### src/rtl/fcsa_pkg.sv
`timescale 1ns / 1ps
`default_nettype none
// ----------------------------------------------------------------------------
// fcsa_pkg
// shared types and constants of the contiguous slot allocator
// ----------------------------------------------------------------------------
package fcsa_pkg;

  // fixed field widths
  localparam int SLOT_COUNT_W  = 5;
  localparam int FIRST_SLOT_W  = 4;
  localparam int STATUS_W      = 3;
  localparam int TICKET_W      = 8;
  localparam int GRANT_START_W = 4;

  // grants handed out by one release at most
  localparam int MAX_GRANTS  = 8;
  localparam int GRANT_CNT_W = 4;

  // search sequencer: one step per bit of the count, one encode step, then done
  localparam int STEP_W = 3;
  localparam logic [STEP_W-1:0] SRCH_ENCODE = STEP_W'(SLOT_COUNT_W);
  localparam logic [STEP_W-1:0] SRCH_DONE   = STEP_W'(SLOT_COUNT_W + 1);

  typedef enum logic [STATUS_W-1:0] {
    STAT_GRANTED   = 3'd0,
    STAT_QUEUED    = 3'd1,
    STAT_BAD_SIZE  = 3'd2,
    STAT_Q_FULL    = 3'd3,
    STAT_BAD_RANGE = 3'd4
  } status_t;

  typedef enum logic [2:0] {
    PEND_NEW_GRANT,
    PEND_Q_GRANT,
    PEND_QUEUED,
    PEND_BAD_SIZE,
    PEND_Q_FULL,
    PEND_BAD_RANGE
  } pend_kind_t;

  typedef enum logic [3:0] {
    S_IDLE,
    S_CHECK,
    S_RES_SRCH,
    S_RES_DONE,
    S_REL_HEAD,
    S_REL_CHK,
    S_REL_SRCH,
    S_REL_DONE,
    S_SPILL,
    S_GRANT,
    S_OUT
  } state_t;

  typedef struct packed {
    logic       in_latch;
    logic       clr_range;
    logic       srch_start;
    logic       srch_from_q;
    logic       mark_range;
    logic       pend_load;
    pend_kind_t pend_kind;
    logic       enqueue;
    logic       pop;
    logic       tick_inc;
    logic       out_load;
    logic       out_last;
  } ctrl_cmd_t;

  typedef struct packed {
    logic is_release;
    logic resv_bad;
    logic rel_bad;
    logic q_empty;
    logic q_full;
    logic srch_done;
    logic srch_found;
    logic grants_max;
    logic pend_valid;
    logic out_free;
  } dp_status_t;

endpackage
`default_nettype wire

### src/rtl/fcsa_search.sv
`timescale 1ns / 1ps
`default_nettype none
// ----------------------------------------------------------------------------
// fcsa_search
// first-fit search for a run of free slots, one bit of the run length a cycle
// ----------------------------------------------------------------------------
module fcsa_search #(
  parameter int NUM_SLOTS = 16
) (
  input  wire logic                                 clk,
  input  wire logic                                 rst,
  input  wire logic                                 start,
  input  wire logic [fcsa_pkg::SLOT_COUNT_W-1:0]    count,
  input  wire logic [NUM_SLOTS-1:0]                 free,
  output logic                                      done,
  output logic                                      found,
  output logic [$clog2(NUM_SLOTS)-1:0]              first_idx
);

  localparam int IDX_W = $clog2(NUM_SLOTS);

  logic [fcsa_pkg::STEP_W-1:0]       step;
  logic [fcsa_pkg::SLOT_COUNT_W-1:0] count_r;
  // run_vec[i]: free run of the length built so far starts at i
  logic [NUM_SLOTS-1:0]              run_vec;
  // pow_vec[i]: free run of 2**step slots starts at i
  logic [NUM_SLOTS-1:0]              pow_vec;
  logic                              found_r;
  logic [IDX_W-1:0]                  idx_r;

  logic [fcsa_pkg::SLOT_COUNT_W-1:0] low_len;
  logic [fcsa_pkg::SLOT_COUNT_W-1:0] pow_shift;
  logic                              cur_bit;
  logic [IDX_W-1:0]                  idx_enc;

  always_comb begin
    pow_shift = fcsa_pkg::SLOT_COUNT_W'(1) << step;
    cur_bit   = |(count_r & pow_shift);
    for (int j = 0; j < fcsa_pkg::SLOT_COUNT_W; j++) begin
      low_len[j] = count_r[j] && (fcsa_pkg::STEP_W'(j) < step);
    end
  end

  // lowest starting run wins
  always_comb begin
    idx_enc = '0;
    for (int i = NUM_SLOTS - 1; i >= 0; i--) begin
      if (run_vec[i]) begin
        idx_enc = IDX_W'(i);
      end
    end
  end

  always_ff @(posedge clk) begin
    if (rst) begin
      step <= fcsa_pkg::SRCH_DONE;
    end else if (start) begin
      step <= '0;
    end else if (step < fcsa_pkg::SRCH_ENCODE) begin
      step <= step + 1'b1;
    end else if (step == fcsa_pkg::SRCH_ENCODE) begin
      step <= fcsa_pkg::SRCH_DONE;
    end
  end

  always_ff @(posedge clk) begin
    if (start) begin
      count_r <= count;
      run_vec <= '1;
      pow_vec <= free;
    end else if (step < fcsa_pkg::SRCH_ENCODE) begin
      if (cur_bit) begin
        run_vec <= run_vec & (pow_vec >> low_len);
      end
      pow_vec <= pow_vec & (pow_vec >> pow_shift);
    end else if (step == fcsa_pkg::SRCH_ENCODE) begin
      found_r <= |run_vec;
      idx_r   <= idx_enc;
    end
  end

  assign done      = (step == fcsa_pkg::SRCH_DONE);
  assign found     = found_r;
  assign first_idx = idx_r;

endmodule
`default_nettype wire

### src/rtl/fcsa_datapath.sv
`timescale 1ns / 1ps
`default_nettype none
// ----------------------------------------------------------------------------
// fcsa_datapath
// occupancy map, wait queue, search unit, ticket counter, result staging and output register
// ----------------------------------------------------------------------------
module fcsa_datapath #(
  parameter int NUM_SLOTS   = 16,
  parameter int QUEUE_DEPTH = 8
) (
  input  wire logic                                  clk,
  input  wire logic                                  rst,
  input  wire logic                                  in_cmd,
  input  wire logic [fcsa_pkg::SLOT_COUNT_W-1:0]     in_count,
  input  wire logic [fcsa_pkg::FIRST_SLOT_W-1:0]     in_first,
  input  wire fcsa_pkg::ctrl_cmd_t                   cmd,
  output fcsa_pkg::dp_status_t                       status,
  output logic                                       out_valid,
  input  wire logic                                  out_ready,
  output logic [fcsa_pkg::STATUS_W-1:0]              out_status,
  output logic [fcsa_pkg::TICKET_W-1:0]              out_ticket,
  output logic [fcsa_pkg::GRANT_START_W-1:0]         out_start,
  output logic                                       out_last
);

  localparam int IDX_W   = $clog2(NUM_SLOTS);
  localparam int QIDX_W  = (QUEUE_DEPTH > 1) ? $clog2(QUEUE_DEPTH) : 1;
  localparam int FILL_W  = $clog2(QUEUE_DEPTH + 1);
  localparam int TSUM_W  = FILL_W + 1;
  localparam int ENTRY_W = fcsa_pkg::SLOT_COUNT_W + fcsa_pkg::TICKET_W;

  // latched input item
  logic                              cmd_r;
  logic [fcsa_pkg::SLOT_COUNT_W-1:0] k_r;
  logic [fcsa_pkg::FIRST_SLOT_W-1:0] first_r;

  logic [NUM_SLOTS-1:0]              occ_map;
  logic [ENTRY_W-1:0]                q_mem [QUEUE_DEPTH];
  logic [ENTRY_W-1:0]                q_rd;
  logic [QIDX_W-1:0]                 head;
  logic [QIDX_W-1:0]                 tail;
  logic [FILL_W-1:0]                 fill;
  logic [fcsa_pkg::TICKET_W-1:0]     ticket;
  logic [fcsa_pkg::GRANT_CNT_W-1:0]  grant_n;
  logic [fcsa_pkg::SLOT_COUNT_W-1:0] srch_cnt;

  logic                               pend_valid;
  fcsa_pkg::status_t                  pend_status;
  logic [fcsa_pkg::TICKET_W-1:0]      pend_ticket;
  logic [fcsa_pkg::GRANT_START_W-1:0] pend_start;

  fcsa_pkg::status_t                  pend_status_next;
  logic [fcsa_pkg::TICKET_W-1:0]      pend_ticket_next;
  logic [fcsa_pkg::GRANT_START_W-1:0] pend_start_next;

  logic [fcsa_pkg::SLOT_COUNT_W-1:0]  q_rd_cnt;
  logic [fcsa_pkg::TICKET_W-1:0]      q_rd_tick;
  logic [fcsa_pkg::SLOT_COUNT_W-1:0]  srch_cnt_in;
  logic                               srch_done;
  logic                               srch_found;
  logic [IDX_W-1:0]                   srch_idx;
  logic [IDX_W+fcsa_pkg::GRANT_START_W-1:0] idx_ext;
  logic [TSUM_W-1:0]                  tail_sum;
  logic [NUM_SLOTS-1:0]               rng_mask;
  logic                               out_free;

  assign q_rd_cnt    = q_rd[ENTRY_W-1:fcsa_pkg::TICKET_W];
  assign q_rd_tick   = q_rd[fcsa_pkg::TICKET_W-1:0];
  assign srch_cnt_in = cmd.srch_from_q ? q_rd_cnt : k_r;
  assign idx_ext     = {{fcsa_pkg::GRANT_START_W{1'b0}}, srch_idx};
  assign out_free    = !out_valid || out_ready;

  fcsa_search #(
    .NUM_SLOTS (NUM_SLOTS)
  ) u_search (
    .clk       (clk),
    .rst       (rst),
    .start     (cmd.srch_start),
    .count     (srch_cnt_in),
    .free      (~occ_map),
    .done      (srch_done),
    .found     (srch_found),
    .first_idx (srch_idx)
  );

  // queue write slot: (head + fill) wrapped at the depth
  always_comb begin
    tail_sum = TSUM_W'(head) + TSUM_W'(fill);
    if (tail_sum >= TSUM_W'(QUEUE_DEPTH)) begin
      tail_sum = tail_sum - TSUM_W'(QUEUE_DEPTH);
    end
    tail = tail_sum[QIDX_W-1:0];
  end

  // slot range to mark busy (found run) or to free (release)
  always_comb begin
    int lo;
    int hi;
    if (cmd.mark_range) begin
      lo = int'(srch_idx);
      hi = lo + int'(srch_cnt);
    end else begin
      lo = int'(first_r);
      hi = lo + int'(k_r);
    end
    for (int i = 0; i < NUM_SLOTS; i++) begin
      rng_mask[i] = (i >= lo) && (i < hi);
    end
  end

  always_comb begin
    pend_status_next = fcsa_pkg::STAT_BAD_SIZE;
    pend_ticket_next = '0;
    pend_start_next  = '0;
    unique case (cmd.pend_kind)
      fcsa_pkg::PEND_NEW_GRANT: begin
        pend_status_next = fcsa_pkg::STAT_GRANTED;
        pend_ticket_next = ticket;
        pend_start_next  = idx_ext[fcsa_pkg::GRANT_START_W-1:0];
      end
      fcsa_pkg::PEND_Q_GRANT: begin
        pend_status_next = fcsa_pkg::STAT_GRANTED;
        pend_ticket_next = q_rd_tick;
        pend_start_next  = idx_ext[fcsa_pkg::GRANT_START_W-1:0];
      end
      fcsa_pkg::PEND_QUEUED: begin
        pend_status_next = fcsa_pkg::STAT_QUEUED;
        pend_ticket_next = ticket;
      end
      fcsa_pkg::PEND_BAD_SIZE:  pend_status_next = fcsa_pkg::STAT_BAD_SIZE;
      fcsa_pkg::PEND_Q_FULL:    pend_status_next = fcsa_pkg::STAT_Q_FULL;
      fcsa_pkg::PEND_BAD_RANGE: pend_status_next = fcsa_pkg::STAT_BAD_RANGE;
      default:                  pend_status_next = fcsa_pkg::STAT_BAD_SIZE;
    endcase
  end

  // control state
  always_ff @(posedge clk) begin
    if (rst) begin
      occ_map    <= '0;
      head       <= '0;
      fill       <= '0;
      ticket     <= '0;
      grant_n    <= '0;
      pend_valid <= 1'b0;
      out_valid  <= 1'b0;
    end else begin
      if (cmd.mark_range) begin
        occ_map <= occ_map | rng_mask;
      end else if (cmd.clr_range) begin
        occ_map <= occ_map & ~rng_mask;
      end
      if (cmd.enqueue) begin
        fill <= fill + 1'b1;
      end else if (cmd.pop) begin
        fill <= fill - 1'b1;
        head <= (head == QIDX_W'(QUEUE_DEPTH - 1)) ? '0 : head + 1'b1;
      end
      if (cmd.tick_inc) begin
        ticket <= ticket + 1'b1;
      end
      if (cmd.in_latch) begin
        grant_n <= '0;
      end else if (cmd.pop) begin
        grant_n <= grant_n + 1'b1;
      end
      if (cmd.pend_load) begin
        pend_valid <= 1'b1;
      end else if (cmd.in_latch || cmd.out_load) begin
        pend_valid <= 1'b0;
      end
      if (cmd.out_load) begin
        out_valid <= 1'b1;
      end else if (out_ready) begin
        out_valid <= 1'b0;
      end
    end
  end

  // payload registers
  always_ff @(posedge clk) begin
    if (cmd.in_latch) begin
      cmd_r   <= in_cmd;
      k_r     <= in_count;
      first_r <= in_first;
    end
    if (cmd.srch_start) begin
      srch_cnt <= srch_cnt_in;
    end
    if (cmd.pend_load) begin
      pend_status <= pend_status_next;
      pend_ticket <= pend_ticket_next;
      pend_start  <= pend_start_next;
    end
    if (cmd.out_load) begin
      out_status <= pend_status;
      out_ticket <= pend_ticket;
      out_start  <= pend_start;
      out_last   <= cmd.out_last;
    end
  end

  // wait queue memory, registered read of the head entry
  always_ff @(posedge clk) begin
    if (cmd.enqueue) begin
      q_mem[tail] <= {k_r, ticket};
    end
    q_rd <= q_mem[head];
  end

  always_comb begin
    status.is_release = cmd_r;
    status.resv_bad   = (k_r == '0) || (int'(k_r) > NUM_SLOTS);
    status.rel_bad    = (k_r == '0) || ((int'(first_r) + int'(k_r)) > NUM_SLOTS);
    status.q_empty    = (fill == '0);
    status.q_full     = (fill == FILL_W'(QUEUE_DEPTH));
    status.srch_done  = srch_done;
    status.srch_found = srch_found;
    status.grants_max = (grant_n == fcsa_pkg::GRANT_CNT_W'(fcsa_pkg::MAX_GRANTS));
    status.pend_valid = pend_valid;
    status.out_free   = out_free;
  end

endmodule
`default_nettype wire

### src/rtl/fcsa_ctrl.sv
`timescale 1ns / 1ps
`default_nettype none
// ----------------------------------------------------------------------------
// fcsa_ctrl
// sequencer for reserve and release handling
// ----------------------------------------------------------------------------
module fcsa_ctrl (
  input  wire logic                 clk,
  input  wire logic                 rst,
  input  wire logic                 in_valid,
  output logic                      in_ready,
  input  wire fcsa_pkg::dp_status_t status,
  output fcsa_pkg::ctrl_cmd_t       cmd
);

  fcsa_pkg::state_t state;
  fcsa_pkg::state_t state_next;

  always_ff @(posedge clk) begin
    if (rst) begin
      state <= fcsa_pkg::S_IDLE;
    end else begin
      state <= state_next;
    end
  end

  always_comb begin
    state_next = state;
    unique case (state)
      fcsa_pkg::S_IDLE: begin
        if (in_valid) state_next = fcsa_pkg::S_CHECK;
      end
      fcsa_pkg::S_CHECK: begin
        if (status.is_release) begin
          state_next = status.rel_bad ? fcsa_pkg::S_OUT : fcsa_pkg::S_REL_HEAD;
        end else if (!status.resv_bad && status.q_empty) begin
          state_next = fcsa_pkg::S_RES_SRCH;
        end else begin
          state_next = fcsa_pkg::S_OUT;
        end
      end
      fcsa_pkg::S_RES_SRCH: begin
        if (status.srch_done) state_next = fcsa_pkg::S_RES_DONE;
      end
      fcsa_pkg::S_RES_DONE: state_next = fcsa_pkg::S_OUT;
      fcsa_pkg::S_REL_HEAD: state_next = fcsa_pkg::S_REL_CHK;
      fcsa_pkg::S_REL_CHK: begin
        if (status.q_empty || status.grants_max) begin
          state_next = status.pend_valid ? fcsa_pkg::S_OUT : fcsa_pkg::S_IDLE;
        end else begin
          state_next = fcsa_pkg::S_REL_SRCH;
        end
      end
      fcsa_pkg::S_REL_SRCH: begin
        if (status.srch_done) state_next = fcsa_pkg::S_REL_DONE;
      end
      fcsa_pkg::S_REL_DONE: begin
        if (status.srch_found) begin
          state_next = status.pend_valid ? fcsa_pkg::S_SPILL : fcsa_pkg::S_GRANT;
        end else begin
          state_next = status.pend_valid ? fcsa_pkg::S_OUT : fcsa_pkg::S_IDLE;
        end
      end
      fcsa_pkg::S_SPILL: begin
        if (status.out_free) state_next = fcsa_pkg::S_GRANT;
      end
      fcsa_pkg::S_GRANT: state_next = fcsa_pkg::S_REL_HEAD;
      fcsa_pkg::S_OUT: begin
        if (status.out_free) state_next = fcsa_pkg::S_IDLE;
      end
      default: state_next = fcsa_pkg::S_IDLE;
    endcase
  end

  always_comb begin
    cmd           = '0;
    cmd.pend_kind = fcsa_pkg::PEND_NEW_GRANT;
    in_ready      = 1'b0;
    unique case (state)
      fcsa_pkg::S_IDLE: begin
        in_ready     = 1'b1;
        cmd.in_latch = in_valid;
      end
      fcsa_pkg::S_CHECK: begin
        if (status.is_release) begin
          if (status.rel_bad) begin
            cmd.pend_load = 1'b1;
            cmd.pend_kind = fcsa_pkg::PEND_BAD_RANGE;
          end else begin
            cmd.clr_range = 1'b1;
          end
        end else if (status.resv_bad) begin
          cmd.pend_load = 1'b1;
          cmd.pend_kind = fcsa_pkg::PEND_BAD_SIZE;
        end else if (status.q_empty) begin
          cmd.srch_start = 1'b1;
        end else if (status.q_full) begin
          cmd.pend_load = 1'b1;
          cmd.pend_kind = fcsa_pkg::PEND_Q_FULL;
        end else begin
          cmd.enqueue   = 1'b1;
          cmd.tick_inc  = 1'b1;
          cmd.pend_load = 1'b1;
          cmd.pend_kind = fcsa_pkg::PEND_QUEUED;
        end
      end
      fcsa_pkg::S_RES_DONE: begin
        cmd.pend_load = 1'b1;
        cmd.tick_inc  = 1'b1;
        if (status.srch_found) begin
          cmd.mark_range = 1'b1;
          cmd.pend_kind  = fcsa_pkg::PEND_NEW_GRANT;
        end else begin
          // queue was empty, so there is always room
          cmd.enqueue   = 1'b1;
          cmd.pend_kind = fcsa_pkg::PEND_QUEUED;
        end
      end
      fcsa_pkg::S_REL_CHK: begin
        if (!(status.q_empty || status.grants_max)) begin
          cmd.srch_start  = 1'b1;
          cmd.srch_from_q = 1'b1;
        end
      end
      fcsa_pkg::S_SPILL: begin
        cmd.out_load = status.out_free;
        cmd.out_last = 1'b0;
      end
      fcsa_pkg::S_GRANT: begin
        cmd.mark_range = 1'b1;
        cmd.pend_load  = 1'b1;
        cmd.pend_kind  = fcsa_pkg::PEND_Q_GRANT;
        cmd.pop        = 1'b1;
      end
      fcsa_pkg::S_OUT: begin
        cmd.out_load = status.out_free;
        cmd.out_last = 1'b1;
      end
      default: begin
        cmd.out_load = 1'b0;
      end
    endcase
  end

endmodule
`default_nettype wire

### src/rtl/fifo_contiguous_slot_allocator_top.sv
`timescale 1ns / 1ps
`default_nettype none
// ----------------------------------------------------------------------------
// fifo_contiguous_slot_allocator_top
// first-fit contiguous slot allocator with a ticket-ordered wait queue
// ----------------------------------------------------------------------------
// One input transaction at a time is handled: a reserve (tuser 0) asks for
// slot_count contiguous slots, a release (tuser 1) frees slot_count slots from
// first_slot on and then grants waiting requests from the queue head, in
// ticket order, for as long as the head fits (at most eight per release). A
// reserve, a rejected item or a queued request gives exactly one result; a
// release gives one result per grant, or none when nothing can be granted.
// tlast marks the final result of an input. The input is ready only while no
// item is in progress; the last result sits in an output register while the
// next item is taken in. A reject, or a reserve that joins a non-empty queue,
// loads its result in the check state and presents it from the output state,
// after which the sequencer returns to idle. A reserve that finds the queue
// empty runs the first-fit search and loads its result, a grant or a queued
// status, when the search is done. A release frees the range in the check
// state and reads the queue head; with nothing waiting it then goes back to
// idle with no result. Each grant runs a search for the head entry, and from
// the second grant on the previous grant is first passed to the output
// register; a final head that does not fit runs one more search. A grant
// result leaves once the next head has been checked, the last one after the
// final check. The search builds the run length one bit of slot_count per
// cycle after its start cycle, then picks the lowest start in an encode step
// and then reports done. A stalled receiver adds its stall to every result
// that has to leave before the sequencer can go on.
// ----------------------------------------------------------------------------
module fifo_contiguous_slot_allocator_top #(
  parameter int NUM_SLOTS   = 16,
  parameter int QUEUE_DEPTH = 8
) (
  input  wire logic        clk,
  input  wire logic        rst,
  // input transactions
  input  wire logic        s_tvalid,
  output logic             s_tready,
  input  wire logic [15:0] s_tdata,   // [4:0] slot_count, [8:5] first_slot, rest zero
  input  wire logic [0:0]  s_tuser,   // [0] cmd: 0 reserve, 1 release
  // result transactions
  output logic             m_tvalid,
  input  wire logic        m_tready,
  output logic [15:0]      m_tdata,   // [7:0] ticket, [11:8] grant_start, rest zero
  output logic [2:0]       m_tuser,   // [2:0] status
  output logic             m_tlast
);

  fcsa_pkg::ctrl_cmd_t  cmd;
  fcsa_pkg::dp_status_t status;

  logic [fcsa_pkg::TICKET_W-1:0]      res_ticket;
  logic [fcsa_pkg::GRANT_START_W-1:0] res_start;

  // sequencer: decides each step from the datapath flags
  fcsa_ctrl u_ctrl (
    .clk      (clk),
    .rst      (rst),
    .in_valid (s_tvalid),
    .in_ready (s_tready),
    .status   (status),
    .cmd      (cmd)
  );

  // map, queue, search unit and result registers
  fcsa_datapath #(
    .NUM_SLOTS   (NUM_SLOTS),
    .QUEUE_DEPTH (QUEUE_DEPTH)
  ) u_dp (
    .clk        (clk),
    .rst        (rst),
    .in_cmd     (s_tuser[0]),
    .in_count   (s_tdata[4:0]),
    .in_first   (s_tdata[8:5]),
    .cmd        (cmd),
    .status     (status),
    .out_valid  (m_tvalid),
    .out_ready  (m_tready),
    .out_status (m_tuser),
    .out_ticket (res_ticket),
    .out_start  (res_start),
    .out_last   (m_tlast)
  );

  // pack the result payload, pad to whole bytes
  assign m_tdata = {4'b0000, res_start, res_ticket};

endmodule
`default_nettype wire
### config.mk
export PLATFORM = sky130hd
export DESIGN_NAME = fifo_contiguous_slot_allocator_top
export DESIGN_NICKNAME = d
export VERILOG_FILES = /design/src/rtl/fcsa_pkg.sv /design/src/rtl/fcsa_search.sv /design/src/rtl/fcsa_datapath.sv /design/src/rtl/fcsa_ctrl.sv /design/src/rtl/fifo_contiguous_slot_allocator_top.sv
export SDC_FILE = /design/constraint.sdc
export NUM_CORES = 1
export LEC_CHECK = 0
export ABC_AREA = 1
export BUFFER_PORTS_ARGS = -buffer_cell sky130_fd_sc_hd__buf_4
export CORE_ASPECT_RATIO = 1.75
export CORE_MARGIN = 2
export CORE_UTILIZATION = 55
export DETAILED_ROUTE_END_ITERATION = 8
export GPL_TIMING_DRIVEN = 0
export PLACE_DENSITY = 0.78
export SYNTH_ARGS = -nofsm -noshare
export SYNTH_HDL_FRONTEND = slang
export SYNTH_SLANG_ARGS = --single-unit
### constraint.sdc
create_clock -name clk -period 4.68 [get_ports clk]
set_clock_uncertainty 0.05 [all_clocks]
set_input_delay 0.234 -clock clk [delete_from_list [all_inputs] [get_ports clk]]
set_output_delay 0.234 -clock clk [all_outputs]
set_load 0.005 [all_outputs]
==> run metrics, run 1 <==
I/O pin count=43; Slew HR=between 10% and 20%; Hold Violations, Final=0; antenna violations before repair=0; cts repair resizes=0; Final Power=7.653 mW; Overflow after GRT=0; dpl ws=around 1200 ps; filler instances=roughly 1.9k; worst reg-to-reg path cell count=9; compound-gate portion of the synthesized area=between 10 and 15%; CP max FO=13; HPWL Detailed=roughly 23 mm; Final #Nets=approximately 1.5k; register area share after synthesis=55.00%; hold_buf cts=12; pin count of the biggest net entering global routing=18; IO Port Bufs=31; Util after Layout=62.58%; Post-DRT Antenna Nets=0; antenna cells=0; postcts setup bufs=0; first-pass GRT wire length=about 48 mm; GRT Util Overall=approximately 27%; Hold WC Path Type=in2reg; Root Buffer=clkbuf_16; biggest area consumer among synthesized cells=edfxtp_1; top cell type's share of synthesized area=between 40% and 50%; Synth Area in XOR/XNOR=less than 1%; most frequent cells in the layout=nand2_1, nor2_1, edfxtp_1, o21ai_0, inv_1; Yosys reg bits=244; Max Transition Viols Final=0; clk sink count=around 240; Synth Area per Inst=around 8.8 sq um; drt drc=0; Reg area=roughly 0.0066 sq mm; mapped cell area=roughly 0.012 sq mm; setup slack after layout=about 1100 ps; Post-Synth Simple-Gate Area=between 20% and 30%; Startpoint Class=register; Final min period=about 3600 ps; Worst-path clk slew=~60 ps; area delta synth->final=12.18%; Clk Latency, worst-skew pair=roughly 520 ps; Slew @ Worst Pin=about 1200 ps; Critical Path Source=u_dp.k_r[1]; RR Startpoint=u_dp.k_r[1]; Post-synth EDFFs=between 150 and 200; multi-input logic area=approximately 0.0047 sq mm; Reg2Reg Setup Slack=between 1000 and 1500 ps; DRT iter0 DRCs=852; worst vdd ir=480.1 uV; row count=approximately 70; vias in the first global route=9,526; synth top area cells=edfxtp_1, dfxtp_1, nand2_1, o21ai_0, nor2_1; Max clock buf depth=3; CTS Buf Count=22; RSZ-0062 raised after global routing=no; setup TNS=0 ps; yosys warns=0; power density cells=~570 mW/mm^2; largest family of logic cells by synthesized area=simple AND/OR/NAND/NOR gates; via count=9,734; RD Place Congestion=approximately 0.97; CP Data Arrival Time=about 3700 ps; Lkg Pwr=about 5.5 nW; first drt pass iteration count=5; H-tree levels=1; Core ar.=0.02150 sq mm; Die Y=about 200 um; Worst EP required=around 4800 ps; Post-Synth Adder-Cell Area=about 3%; CTS tree=yes; Cells after Synth=1,370; max_cap viols=0; post-synth cell types=49; fraction of registers with async set/reset=0%; Worst setup EP type=register; final setup fails=0; Tcrit/Tclk final=between 70% and 80%; vias per inst=5.575; status=completed; CP Class=reg2reg; DIE AREA=roughly 0.023 sq mm; layout cell share with drive strength beyond 1=under 10%; DR WL/cell=~18 um; Initial Util=between 50% and 60%; die width=115.6 um; commonest non-fill, non-tap cell in the layout=nand2_1; mux share of post-synthesis cell area=less than 1%; CP endpoint=u_dp.q_mem[2][6]; Top FF cell, synth=edfxtp_1; WL final=about 31 mm; Highest Clock Rate=279.0 MHz; Reg-to-Reg End=u_dp.q_mem[2][6]
==> report_power, final <==
part           switching [mW]  leakage (nW)  internal (mW)
Combinational            1.85          3.00          0.841
Clock                   0.767         0.354           1.06
Sequential              0.313          2.15           2.83
==> metal layers <==
metal,wire (um),global-route usage (%)
met5,0,0
met2,17660,54.32
met3,1188,2.912
met1,10390,25.09
met4,1864,16.18
==> through the flow <==
step	cell area (sq um)	std cells	hold WS [ps]
2_1_floorplan	12000	1373	275.5
3_3_place_gp	12600	1696	351.6
3_5_place_dp	12600	1696	354.5
4_1_cts	13450	1746	106.9
5_1_grt	13450	1746	168.6
6_report	13450	1746	121.1
==> cell usage after synthesis, types with 5 or more instances <==
master and instances:
nand2_1 297, o211ai_1 18, inv_2 9, inv_1 118, buf_2 12, nand3_1 75, clkbuf_1 33, or2_2 5
buf_4 5, nor3_1 11, nand2_2 12, nor2_2 6, o21ai_1 13, o21ai_0 145, nor2_1 182, nand4_1 16
edfxtp_1 171, dfxtp_1 73, o22ai_1 17, a31oi_1 17, a21oi_1 57, ha_1 22
==> area by class of cell <==
type | count | area share [%]
buffer | 55 | 1.953
clock buffer | 24 | 4.306
clock inverter | 14 | 1.107
inverter | 131 | 3.655
multi-input combinational | 943 | 34.61
sequential | 244 | 49.03
tap | 292 | 2.716
timing repair buffer | 43 | 2.623
==> kinds of logic (layout without fill, tap and decap cells) <==
kind of cell | Yosys count | in the layout
other cells | 1 | 4
buf+inv | 186 | 267
flops | 244 | 244
simple gates | 623 | 623
mux | 7 | 7
fa+ha+maj | 26 | 26
xor+xnor | 5 | 5
compound gates | 278 | 278
==> flip-flops by register name, summed over array words and instances, names as in the netlist, 4 cells and up, named ones only <==
signal,cells
u_dp.q_mem,104
u_dp.k_r,5
u_dp.srch_cnt,5
u_dp.u_search.run_vec,16
u_dp.q_rd,13
u_dp.first_r,4
u_dp.ticket,8
u_dp.pend_ticket,8
u_dp.grant_n,4
u_dp.u_search.pow_vec,16
u_dp.fill,4
u_ctrl.state,4
u_dp.u_search.first_idx,4
u_dp.pend_start,4
u_dp.out_ticket,8
u_dp.out_start,4
==> worst min-delay path by stage <==
stage | from | end | slack, ps | cells after the start
finish | s_tvalid | u_ctrl.state[1] | 120 | 4
global route | s_tvalid | u_ctrl.state[1] | 170 | 4
CTS | s_tvalid | u_ctrl.state[1] | 110 | 4
detailed placement | u_dp.pend_start[0] | u_dp.out_start[0] | 350 | 0
global placement | u_dp.pend_ticket[1] | u_dp.out_ticket[1] | 350 | 0
floorplan | rst | u_dp.u_search.step[0] | 280 | 1
==> worst max-delay path: stages (launching register included) <==
cell      delay, ps
edfxtp_1        600
nor4_1          410
ha_1            250
nand2_1         110
nor2_1          110
nand2_1          90
o21ai_1         150
inv_1           170
or2_1           300
nor2_1          950
Power figures use the tool's default switching activity.
==> run 2: changes to the inputs <==
==> constraint.sdc (replaced) <==
create_clock -name clk -period 3.38 [get_ports clk]
set_clock_uncertainty 0.05 [all_clocks]
set_input_delay 0.169 -clock clk [delete_from_list [all_inputs] [get_ports clk]]
set_output_delay 0.169 -clock clk [all_outputs]
set_load 0.005 [all_outputs]
==> run 2 against run 1 <==
  * Clock power up 38%
  * Hold slack got worse by 65 ps
  * First-iteration DRC count shrank 3.6%
  * Largest power group unchanged
  * Via count unchanged
  * Clock-buffer cell count is the same
  * Power rose by 39%
  * Largest cell class unchanged
  * Die area unchanged
  * Highest routed layer unchanged
  * Critical path depth fell by 1
==> run metrics, run 2 (synthesis results as in run 1) <==
status=completed (unchanged); dpl ws=-139.5 ps (was 1161 ps); Core ar.=0.02150 sq mm (unchanged); Fin Hold WS=56.21 ps (was 121.1 ps); Final min period=3319 ps (was 3584 ps); Die Y=199.3 um (unchanged); worst vdd ir=668.1 uV (was 480.1 uV); Largest stage delay, worst path=970 ps (was 950 ps); Lkg Pwr=5.515 nW (was 5.503 nW); Slew HR=16.77% (was 16.61%); antenna violations before repair=0 (unchanged); CP Class=reg2reg (unchanged); Initial Util=55.79% (unchanged); area delta synth->final=12.49% (was 12.18%); Worst EP required=3450 ps (was 4750 ps); H-tree levels=1 (unchanged); worst-path cell chain=nor4_1 -> ha_1 -> nand2_1 -> nor2_1 -> nand2_1 -> o21ai_1 -> nand2_1 -> nor2_1 (was nor4_1 -> ha_1 -> nand2_1 -> nor2_1 -> nand2_1 -> o21ai_1 -> inv_1 -> or2_1 -> nor2_1); I/O pin count=43 (unchanged); vias in the first global route=9,542 (was 9,526); Post-DRT Antenna Nets=0 (unchanged); largest register by flop count=u_dp.q_mem (unchanged); DIE AREA=0.02305 sq mm (unchanged); RSZ-0062 raised after global routing=yes (was no); drt drc=0 (unchanged); vias per inst=5.575 (unchanged); Clk Latency, worst-skew pair=510 ps (was 520 ps); Slew @ Worst Pin=1244 ps (was 1246 ps); max FFs per register=104 (unchanged); DP Area=0.01260 sq mm (unchanged); fin cells=1,746 (unchanged); Hold WC Path Type=in2reg (unchanged); via count=9,734 (unchanged); highest metal used=met4 (unchanged); final setup fails=0 (unchanged); WL final=31.26 mm (was 31.11 mm); Met2 Wirelength=17.70 mm (was 17.66 mm); antenna cells=0 (unchanged); Tcrit/Tclk final=98.19% (was 76.58%); most frequent cell on the critical path=nand2_1; CTS tree=yes (unchanged); GRT Util Overall=27.08% (was 27.07%); row count=71 (unchanged); Final Power=10.62 mW (was 7.653 mW); Root Buffer=clkbuf_16 (unchanged); die width=115.6 um (unchanged); filler instances=1,853 (was 1,855); Max clock buf depth=3 (unchanged); wl on met1=10.46 mm (was 10.39 mm); pin count of the biggest net entering global routing=18 (unchanged); clk sink count=244 (unchanged); CP max FO=13 (unchanged); Worst setup EP type=register (unchanged); max_cap viols=0 (unchanged); Overflow after GRT=0 (unchanged); Placed Cells incl. Taps=1,696 (unchanged); Highest Clock Rate=301.3 MHz (was 279.0 MHz); layout cell share with drive strength beyond 1=9.491% (was 9.078%); Hold Violations, Final=0 (unchanged); RD Place Congestion=0.9721 (unchanged); CP Data Arrival Time=3380 ps (was 3660 ps); slowest CP cell=nor2_1 (unchanged); Startpoint Class=register (unchanged); power density cells=786.9 mW/mm^2 (was 568.9 mW/mm^2); met3 wire len=1.243 mm (was 1.188 mm); postcts setup bufs=0 (unchanged); DRT iter0 DRCs=821 (was 852); Util after Layout=62.75% (was 62.58%); DR WL/cell=17.90 um (was 17.82 um); first-pass GRT wire length=47.53 mm (was 47.51 mm); Max Transition Viols Final=0 (unchanged); Final #Nets=1,487 (unchanged); Worst-path clk slew=60 ps (about the same); biggest registers after layout=u_dp.q_mem x104, u_dp.u_search.pow_vec x16, u_dp.u_search.run_vec x16 (unchanged); Finished Cell Area=0.01349 sq mm (was 0.01345 sq mm); setup TNS=0 ps (unchanged); CTS Buf Count=22 (unchanged); commonest non-fill, non-tap cell in the layout=nand2_1 (unchanged); setup slack after layout=61.11 ps (was 1096 ps); most frequent cells in the layout=nand2_1, nor2_1, edfxtp_1, o21ai_0, inv_1 (unchanged); HPWL Detailed=23.22 mm (unchanged); IO Port Bufs=31 (unchanged); first drt pass iteration count=5 (unchanged)
## run 2: what timing repair did
| action | in CTS | in global routing |
|---|---|---|
| setup endpoints to repair | 52 | 120 |
| resized for setup | 4 | 6 |
| hold buffers | 12 | 0 |
| hold endpoints to repair | 12 | 0 |
## run 2: worst paths after layout
check	from	endpoint	slack, ps	cells after the start
worst max-delay path	u_dp.k_r[1]	u_dp.q_mem[7][7]	60	8
worst min-delay path	s_tvalid	u_ctrl.state[1]	60	4
worst max register to register	u_dp.k_r[1]	u_dp.q_mem[7][7]	60	8
worst min register to register	u_dp.pend_ticket[0]	u_dp.out_ticket[0]	370	0
## run 2: worst max-delay path: cells and delay by family, from the launching register on
| kind | cells | cell delay [ps] |
|---|---|---|
| compound gates | 1 | 150 |
| fa+ha+maj | 1 | 250 |
| flops | 1 | 600 |
| simple gates | 6 | 1870 |
## run 2: metal layers
metal,track usage [%],up-vias
met2,54.08,310
li1,-,4789
met5,0,-
met3,2.942,106
met4,16.75,0
met1,25.07,4529
## run 2: area by class of cell
type                            count  area (sq um)  share of cell area (%)
Sequential cell                   244          6596                   48.90
Multi-Input combinational cell    943          4693                   34.79
Inverter                          131         491.7                   3.645
Clock buffer                       24         579.3                   4.294
Tap cell                          292         365.4                   2.708
Clock inverter                     14         148.9                   1.104
Timing Repair Buffer               43         352.8                   2.615
Buffer                             55         262.8                   1.948
## run 2: power by group
part / internal (mW) / leakage, nW / switching (mW)
sequential: 3.91 / 2.16 / 0.433
combinational: 1.17 / 3.00 / 2.57
clock: 1.47 / 0.354 / 1.07
